--- config.mk ---
export PLATFORM = sky130hd
export DESIGN_NAME = pulse_width_single_wire_sender_top
export DESIGN_NICKNAME = d
export VERILOG_FILES = /design/src/sv/pwsw_pkg.sv /design/src/sv/pulse_width_single_wire_sender_top.sv /design/src/sv/pwsw_core.sv
export SDC_FILE = /design/constraint.sdc
export NUM_CORES = 1
export LEC_CHECK = 0
export ABC_AREA = 0
export BUFFER_PORTS_ARGS = -buffer_cell sky130_fd_sc_hd__buf_4
export CORE_ASPECT_RATIO = 0.5
export CORE_MARGIN = 2
export CORE_UTILIZATION = 38
export CTS_CLUSTER_SIZE = 30
export DETAILED_ROUTE_END_ITERATION = 10
export GPL_TIMING_DRIVEN = 0
export PLACE_DENSITY_LB_ADDON = 0.3
export SYNTH_ARGS = -nofsm -noshare
export SYNTH_HDL_FRONTEND = slang
export SYNTH_SLANG_ARGS = --single-unit
--- constraint.sdc ---
create_clock -name clk -period 3.9 [get_ports clk]
set_input_delay 0 -clock clk [delete_from_list [all_inputs] [get_ports clk]]
set_output_delay 0 -clock clk [all_outputs]
set_load 0.05 [all_outputs]
--- src/sv/pwsw_pkg.sv ---
package pwsw_pkg;

	localparam int WORD_W = 7;
	localparam int SPEED_N = 6;
	localparam logic [7:0] SPEED_TABLE [SPEED_N] = '{8'd8, 8'd13, 8'd18, 8'd21, 8'd26, 8'd35};

	localparam logic [1:0] REG_PRE_DELAY = 2'd0;
	localparam logic [1:0] REG_SHORT     = 2'd1;
	localparam logic [1:0] REG_LONG      = 2'd2;
	localparam logic [1:0] REG_STOP      = 2'd3;

	localparam logic OP_TICK  = 1'b0;
	localparam logic OP_START = 1'b1;

	typedef struct packed {
		logic [7:0] pre_delay_ticks;
		logic [7:0] short_ticks;
		logic [7:0] long_ticks;
		logic [7:0] stop_ticks;
	} cfg_t;

	typedef struct packed {
		logic       op;
		logic [2:0] motor_mode;
		logic [7:0] spin_period;
		logic       reverse;
	} req_t;

	typedef struct packed {
		logic line_level;
		logic busy_res;
		logic frame_done;
	} res_t;

	// first matching table position, zero when absent
	function automatic logic [2:0] speed_index(input logic [7:0] period);
		logic [2:0] idx;
		logic       found;
		idx = 3'd0;
		found = 1'b0;
		for (int i = 0; i < SPEED_N; i++) begin
			if (!found && SPEED_TABLE[i] == period) begin
				idx = 3'(i);
				found = 1'b1;
			end
		end
		return idx;
	endfunction

endpackage

--- src/sv/pulse_width_single_wire_sender_top.sv ---
// channel  dir  signals                              payload
// s        in   s_tvalid s_tready s_tdata s_tuser    request: op, mode, period, reverse
// m        out  m_tvalid m_tready m_tdata m_tlast    line level, busy, frame done
// cfg      in   cfg_we cfg_index cfg_data            timing registers
//
// one request per cycle while s_tready is high; its result is registered in the output buffer
// a two-entry output buffer keeps s_tready high while only one of its entries is full
// s_tready drops only while both output entries are full
// asynchronous reset returns the line high, idle, with default timing
module pulse_width_single_wire_sender_top import pwsw_pkg::*; #(
	parameter int FRAME_BITS = 7
) (
	input  logic        clk,
	input  logic        arst_n,
	input  logic        s_tvalid,
	output logic        s_tready,
	input  logic [15:0] s_tdata,   // motor_mode[2:0], spin_period[10:3], reverse[11], zero fill
	input  logic        s_tuser,   // op
	output logic        m_tvalid,
	input  logic        m_tready,
	output logic [7:0]  m_tdata,   // line_level[0], busy_res[1], zero fill
	output logic        m_tlast,   // frame_done
	input  logic        cfg_we,
	input  logic [1:0]  cfg_index,
	input  logic [7:0]  cfg_data
);

	cfg_t cfg_q;
	req_t req;
	res_t res;
	res_t out_q, skid_q;
	logic out_v_q, skid_v_q;
	logic accept;

	assign s_tready = !skid_v_q;
	assign accept   = s_tvalid && s_tready;

	assign req.op          = s_tuser;
	assign req.motor_mode  = s_tdata[2:0];
	assign req.spin_period = s_tdata[10:3];
	assign req.reverse     = s_tdata[11];

	always_ff @(posedge clk or negedge arst_n) begin
		if (!arst_n) begin
			cfg_q.pre_delay_ticks <= 8'd40;
			cfg_q.short_ticks     <= 8'd4;
			cfg_q.long_ticks      <= 8'd8;
			cfg_q.stop_ticks      <= 8'd16;
		end else if (cfg_we) begin
			case (cfg_index)
				REG_PRE_DELAY: cfg_q.pre_delay_ticks <= cfg_data;
				REG_SHORT:     cfg_q.short_ticks     <= cfg_data;
				REG_LONG:      cfg_q.long_ticks      <= cfg_data;
				REG_STOP:      cfg_q.stop_ticks      <= cfg_data;
				default: begin
				end
			endcase
		end
	end

	pwsw_core #(
		.FRAME_BITS(FRAME_BITS)
	) u_core (
		.clk   (clk),
		.arst_n(arst_n),
		.en    (accept),
		.req   (req),
		.cfg   (cfg_q),
		.res   (res)
	);

	always_ff @(posedge clk or negedge arst_n) begin
		if (!arst_n) begin
			out_v_q  <= 1'b0;
			skid_v_q <= 1'b0;
		end else if (!out_v_q || m_tready) begin
			if (skid_v_q) begin
				out_v_q  <= 1'b1;
				skid_v_q <= 1'b0;
			end else begin
				out_v_q <= accept;
			end
		end else if (accept) begin
			skid_v_q <= 1'b1;
		end
	end

	always_ff @(posedge clk) begin
		if (!out_v_q || m_tready) begin
			if (skid_v_q) begin
				out_q <= skid_q;
			end else if (accept) begin
				out_q <= res;
			end
		end else if (accept) begin
			skid_q <= res;
		end
	end

	assign m_tvalid = out_v_q;
	assign m_tdata  = {6'd0, out_q.busy_res, out_q.line_level};
	assign m_tlast  = out_q.frame_done;

endmodule

--- src/sv/pwsw_core.sv ---
module pwsw_core import pwsw_pkg::*; #(
	parameter int FRAME_BITS = 7
) (
	input  logic clk,
	input  logic arst_n,
	input  logic en,
	input  req_t req,
	input  cfg_t cfg,
	output res_t res
);

	localparam int BIT_W = (FRAME_BITS > 1) ? $clog2(FRAME_BITS) : 1;

	typedef enum logic [1:0] {
		PH_START = 2'd0,
		PH_BITS  = 2'd1,
		PH_STOP  = 2'd2,
		PH_DELAY = 2'd3
	} phase_t;

	logic              sending_q, sending_d;
	phase_t            phase_q, phase_d;
	logic              high_q, high_d;
	logic [7:0]        delay_q, delay_d;
	logic [7:0]        width_q, width_d;
	logic [BIT_W-1:0]  bit_q, bit_d;
	logic [WORD_W-1:0] word_q, word_d;
	logic              wire_q, wire_d;
	logic              done;

	logic [7:0]        w_inc;
	logic [BIT_W:0]    bit_inc;
	logic [15:0]       word_ext;
	logic              bit_val;
	logic [7:0]        high_len;

	always_comb begin
		w_inc    = width_q + 8'd1;
		bit_inc  = {1'b0, bit_q} + {{BIT_W{1'b0}}, 1'b1};
		word_ext = 16'(word_q);
		bit_val  = word_ext[4'(bit_q)];
		high_len = bit_val ? cfg.long_ticks : cfg.short_ticks;

		sending_d = sending_q;
		phase_d   = phase_q;
		high_d    = high_q;
		delay_d   = delay_q;
		width_d   = width_q;
		bit_d     = bit_q;
		word_d    = word_q;
		wire_d    = wire_q;
		done      = 1'b0;

		if (req.op == OP_START) begin
			word_d    = {req.reverse, speed_index(req.spin_period), req.motor_mode};
			sending_d = 1'b1;
			phase_d   = PH_DELAY;
			high_d    = 1'b0;
			delay_d   = 8'd0;
			width_d   = 8'd0;
			bit_d     = '0;
		end else if (sending_q) begin
			case (phase_q)
				PH_DELAY: begin
					if (delay_q == cfg.pre_delay_ticks) begin
						phase_d = PH_START;
					end else begin
						delay_d = delay_q + 8'd1;
					end
				end
				PH_START: begin
					if (!high_q) begin
						wire_d = 1'b0;
						if (width_q >= cfg.long_ticks) begin
							wire_d  = 1'b1;
							high_d  = 1'b1;
							width_d = 8'd0;
						end else begin
							width_d = w_inc;
						end
					end else if (w_inc == cfg.long_ticks) begin
						width_d = 8'd0;
						wire_d  = 1'b0;
						high_d  = 1'b0;
						phase_d = PH_BITS;
					end else begin
						width_d = w_inc;
					end
				end
				PH_BITS: begin
					if (!high_q) begin
						if (w_inc == cfg.short_ticks) begin
							width_d = 8'd0;
							wire_d  = 1'b1;
							high_d  = 1'b1;
						end else begin
							width_d = w_inc;
						end
					end else if (w_inc == high_len) begin
						width_d = 8'd0;
						wire_d  = 1'b0;
						high_d  = 1'b0;
						if (bit_inc >= (BIT_W+1)'(FRAME_BITS)) begin
							bit_d   = '0;
							phase_d = PH_STOP;
						end else begin
							bit_d = bit_inc[BIT_W-1:0];
						end
					end else begin
						width_d = w_inc;
					end
				end
				PH_STOP: begin
					wire_d = 1'b0;
					if (w_inc == cfg.stop_ticks) begin
						width_d   = 8'd0;
						wire_d    = 1'b1;
						phase_d   = PH_START;
						bit_d     = '0;
						sending_d = 1'b0;
						done      = 1'b1;
					end else begin
						width_d = w_inc;
					end
				end
				default: begin
					wire_d    = 1'b1;
					phase_d   = PH_START;
					sending_d = 1'b0;
				end
			endcase
		end

		res.line_level = wire_d;
		res.busy_res   = sending_d;
		res.frame_done = done;
	end

	always_ff @(posedge clk or negedge arst_n) begin
		if (!arst_n) begin
			sending_q <= 1'b0;
			phase_q   <= PH_START;
			high_q    <= 1'b0;
			delay_q   <= 8'd0;
			width_q   <= 8'd0;
			bit_q     <= '0;
			word_q    <= '0;
			wire_q    <= 1'b1;
		end else if (en) begin
			sending_q <= sending_d;
			phase_q   <= phase_d;
			high_q    <= high_d;
			delay_q   <= delay_d;
			width_q   <= width_d;
			bit_q     <= bit_d;
			word_q    <= word_d;
			wire_q    <= wire_d;
		end
	end

endmodule

# Word level (Yosys, flattened, before mapping)
# Cells that the tools add are included.
[op_classes] addsub=3 magnitude_cmp=3 eq_ne=25 n_mux=79 bitwise=1 reduce_logical=35
[op_table] cell="$mux 8" n=14
[op_table] cell="$eq 8x8->1" n=5
[op_table] cell="$mux 1" n=38
[op_table] cell="$mux 3" n=10
[op_table] cell="$eq 5x8->1 const A" n=3
[op_table] cell="$pmux 8 s3" n=1
[op_table] cell="$mux 2" n=11
[op_table] cell="$ne 3x2->1 const B" n=7
[op_table] cell="$add 8x1->8 const B" n=2
[op_table] cell="$eq 4x8->1 const A" n=2
[op_table] cell="$reduce_and 2->1" n=7
[op_table] cell="$reduce_and 9->1" n=1
[op_table] cell="$eq 2x2->1 const B" n=4
[op_table] cell="$eq 6x8->1 const A" n=1
[op_table] cell="$ge 8x8->1" n=1
[op_table] cell="$pmux 2 s4" n=1
[op_table] cell="$reduce_bool 2->1" n=4
[op_table] cell="$logic_not 1->1" n=7
[op_table] cell="$logic_and 1x1->1" n=6
[op_table] cell="$pmux 3 s2" n=1
[op_table] cell="$reduce_and 3->1" n=2
[op_table] cell="$reduce_and 6->1" n=1
[op_table] cell="$reduce_bool 3->1" n=2
[op_table] cell="$lt 3x5->1 const B" n=1
[op_table] cell="other kinds (12)" n=14
[totals] ff_bits=71 inputBits=32 elab_cells=166

# Depth between registers and ports, before layout
[depth] depth_word=22 mapped_depth=13 ltp_nobuf=11

# By module
# Synthesis repeated with hierarchy kept, for this count alone.
[hier_totals] hier_cells=454 area_unflattened_um2=4657.0
[by_module_without_submodules] mod="pwsw_core" n_inst=1 cells_per_inst=359 area_each_um2=3080.5
[by_module_without_submodules] mod="pulse_width_single_wire_sender_top" n_inst=1 cells_per_inst=95 area_each_um2=1576.5

# Least setup slack after synthesis
# No wires, ideal clock.
[synth_path] path_type="register to register" startpoint="register u_core.width_q[1]" endpoint="register u_core.width_q[5]" setup_ns=0.133 arrival_ns=2.670 path_slack_ns=1.097 path_stages_with_launch=12 n_path_buf=1 synth_period_minus_slack_ns=2.803 cell_sequence="dfrtp_1 > ha_1 > nand3_2 > xor2_2 > xor2_1 > nand4_1 > or4b_1 > or2_1 > a31o_2 > buf_6 > a31oi_1 > mux2i_1"
[synth_between] elab_chain_cells=7 word_cells_on_any_way=16 classes_between="add/sub: 1; order compare: 1; eq/ne: 4; mux: 10"
[synth_rtl] item="start: declaration" line_no="pwsw_core.sv:25" source="logic [7:0] width_q, width_d;"
[synth_rtl] item="start signal: assignment" line_no="pwsw_core.sv:154" source="width_q <= width_d;"
[synth_rtl] item="$add 8x1->8" line_no="pwsw_core.sv:38" source="w_inc = width_q + 8'd1;"
[synth_rtl] item="$eq 8x8->1, on equally long branches" line_no="pwsw_core.sv:92, pwsw_core.sv:81, pwsw_core.sv:99"
[synth_rtl] item="$mux 8, on equally long branches" line_no="pwsw_core.sv:92, pwsw_core.sv:81, pwsw_core.sv:99"
[synth_rtl] item="$mux 8, on equally long branches" line_no="pwsw_core.sv:91, pwsw_core.sv:72"
[synth_rtl] item="$pmux 8 s3 (*)" line_no="pwsw_core.sv:63" source="case (phase_q)"
[synth_rtl] item="$mux 8 (*)" line_no="pwsw_core.sv:62" source="end else if (sending_q) begin"
[synth_rtl] item="$mux 8 (*)" line_no="pwsw_core.sv:54" source="if (req.op == OP_START) begin"
# Mark *: on every way between the ends. The rest lies on a longest branch, timed or not. The select of a mux whose other input is x is not followed.
# A chain may end at the register's enable or synchronous reset.

# Final worst setup path
# Same ends and word-level chain as after synthesis.

==> results.yml <==
status:
  outcome: "complete, no violations"
worst_hold_path:
  worstHoldStart: "m_tready"
  min_path_type: "in2reg"
yosys:
  synth_top_area_cell: "dfrtp_1"
  syn-mean-instance-area_um2: 10.6
  synth-edff-count: 6
  synth_top_cell_area_share: 0.337
  async_flop_share: 0.915
  synthSimpleGateAreaFrac: 0.161
  postSynthCellCount: 412
  largest_family_of_logic_cells_by_synthesized_area: "simple AND/OR/NAND/NOR gates"
  netlist-cell-type-count: 67
  synth_compound_gate_area_share: 0.0965
  netlist_top_cells_area: "dfrtp_1 34%, mux2_2 8.7%, ha_1 4.3%"
  synth-seq-cells: 71
  mux_contribution_to_synthesized_area: 0.121
  seq_area_frac_synth: 0.414
  synth-adder-area-share: 0.0428
  synth-xor-area-share: 0.121
  synth_flop_cell: "dfrtp_1"
  netlist_area_um2: 4380
  ys.warnings.count: 0
placement:
  numPortBuffers: 32
  detailed_place_hpwl_um: 7080
  gp_congestion: 0.854
clocking:
  postCtsResizedCells: 0
  path_clk_slew_ns: 0.06
  tritoncts: "done"
  ctsLongestPathBuffers: 2
  cts_buffers: 9
  htree_levels: 3
  ctsHoldBuffers: 20
  root_buffer: "clkbuf_16"
  worstSkewPairLatency_ns: 0.33
  cts_num_sinks: 71
  cts_setup_buffers: 0
routing:
  wl_um: 9670
  detailedRoute.firstPassIterationCount: 4
  drt-wirelength-per-cell_um: 15.3
  vias_per_cell: 5.12
  drc_errors: 0
  drt_initial_violations: 169
  num_vias: 3228
  antenna_left: 0
die:
  die_height_um: 79.9
  die_width_um: 156
  rows: 27
  die_area_um2: 12500
  core_area_um2: 11100
  floorplan.initialDensity: 0.394
  pin_count: 43
global_routing:
  top_usage_layer: "met2"
  antenna_violations_before_repair: 0
  grt_overflow: 0
  grt.total_usage: 0.170
  gr_layer_usage_met3: 0.0440
  grt_use_met2: 0.280
  grt_start_max_net_pins: 66
  grt_first_pass_wirelength_um: 16300
  groute.layer.met1.usage: 0.221
  first_global_vias: 3226
critical_path:
  crit_startpoint: "u_core.width_q[1]"
  worst-endpoint-arrival_ns: 3.47
  worst-setup-path-type: "reg2reg"
  critPathMaxFanout: 10
  critical_path_required_ns: 4.10
  source_of_the_worst_register_to_register_timing_path: "u_core.width_q[1]"
  critical_path.startpoint_type: "flip-flop"
  critPathCaptureType: "flip-flop"
final_layout:
  fin_nets: 527
  seq_area_um2: 1810
  multi_input_area_um2: 2400
  filler_cell_count: 1024
  layout-area-overhead-vs-synth_pct: 22.0
  drive_above_1_share: 0.245
  n_antenna_cell: 0
power_and_ir_drop:
  power_leakage_nw: 2.37
  total_power_mw: 2.76
  power_density_nw_per_um2: 517
  ir_worst_vdd_v: 0.000201
timing:
  timing.final.setup_violations: 0
  layout_min_cycle_time_ns: 3.27
  finClkSkew_ns: 0.00504
  final_max_slew_viol_count: 0
  timing.final.crit_share: 0.839
  totalNegativeSetupSlack_ns: 0
  maxSlewHeadroom: 0.259
  unrepaired_setup_endpoints_after_global_routing: "false"
  worst_slew_pin_slew_ns: 1.11
  final-hold-violation-count: 0
  max_freq_ghz: 0.306
flow_run:
  maxCapViolCount: 0
==> layout make-up <==
type	instances	area share
clock buffers	9	0.0421
multi-input cells	309	0.449
plain buffers	20	0.0234
well taps	145	0.0339
inverters	17	0.0119
clock inverters	7	0.0180
flip-flops and latches	71	0.339
repair buffers	52	0.0824
==> sequential cells by signal (all words and copies together), names as in the netlist, 2 cells and up <==
signal,cells
cfg_q,32
u_core.delay_q,8
u_core.width_q,8
u_core.word_q,7
skid_q,3
u_core.bit_q,3
m_tdata,2
u_core.phase_q,2
==> synthesized netlist by cell type, types with 2 or more instances <==
cell / number
nor4b_1: 2
nor3b_1: 3
and3b_1: 2
and4_1: 2
xnor2_1: 16
nand3b_1: 2
or4b_1: 2
dfrtp_1: 59
nand3_1: 10
nand3_2: 2
ha_1: 15
buf_2: 4
nor4_1: 4
a31oi_1: 9
o21a_1: 4
o21ai_0: 14
buf_4: 6
mux2_2: 34
xnor2_2: 3
a32o_1: 2
a21oi_1: 10
o21ai_1: 2
edfxtp_1: 6
nor3_1: 8
xor2_1: 19
clkbuf_1: 7
mux2i_1: 11
nand2b_1: 5
and3_1: 6
and2_1: 2
a31o_2: 2
a21o_1: 4
nor2_1: 27
o31ai_1: 3
buf_6: 3
dfstp_2: 6
inv_1: 17
nand2_1: 38
xnor3_1: 6
nand4_1: 8
==> final timing paths <==
kind	end	cells after the start	slack [ns]
max	u_core.width_q[5]	11	0.63
min	m_tvalid	3	0.03
max reg2reg	u_core.width_q[5]	11	0.63
min reg2reg	u_core.word_q[1]	2	0.48
max in group asynchronous	cfg_q[13]	2	3.03
min in group asynchronous	u_core.width_q[7]	2	0.30
==> cell families after synthesis <==
family	after synthesis
AO/OA/AOI/OAI	62
adder cells (fa/ha/maj)	15
other	1
flip-flops	71
multiplexers	47
AND/OR/NAND/NOR	133
buffers and inverters	37
XOR/XNOR	46
==> routing by layer <==
metal | share of wire | routed length (um)
met1 | 0.49 | 4730
met2 | 0.46 | 4440
met3 | 0.036 | 352
met4 | 0.015 | 148
met5 | 0 | 0
==> through the flow <==
step | instances | utilization | hold WS, ns | cell area (um^2) | setup slack (ns)
2_1_floorplan | 417 | - | -0.296 | 4400 | 1.10
3_3_place_gp | 594 | 0.434 | 0.156 | 4820 | 0.725
3_5_place_dp | 594 | 0.434 | 0.165 | 4820 | 0.696
4_1_cts | 630 | 0.481 | 0.0117 | 5340 | 0.642
5_1_grt | 630 | 0.481 | 0.0505 | 5340 | 0.458
6_report | 630 | 0.481 | 0.0264 | 5340 | 0.628
==> cells in the final DEF, fill, tap and decap left out, drive strengths merged, types with 5 or more instances in the layout <==
cell         instances
dfstp                6
ha                  15
conb                 6
nand3               12
nor3                 9
o21ai               16
mux2i               12
a31oi               10
nand2               39
buf                 45
nand4                8
clkbuf              16
nor2                28
mux2                34
dlygate4sd3         20
edfxtp               6
and3                 6
xor2                20
a21oi               11
xnor3                6
dfrtp               59
inv                 18
xnor2               19
nand2b               5
==> critical path: stages (launching register included) <==
cell and delay [ns]:
dfrtp_1 0.43, ha_1 0.37, nand3_2 0.15, xor2_2 0.36, xor2_1 0.18, nand4_1 0.13, or4b_1 0.57, or2_1 0.27
a31o_2 0.27, buf_6 0.14, a31oi_1 0.16, mux2i_1 0.09
==> power breakdown <==
part / internal, mW / switching, mW / total, mW
Sequential: 0.871 / 0.115 / 0.986
Clock: 0.562 / 0.323 / 0.885
Combinational: 0.426 / 0.467 / 0.893
Total: 1.86 / 0.905 / 2.76
Power figures use the tool's default switching activity.
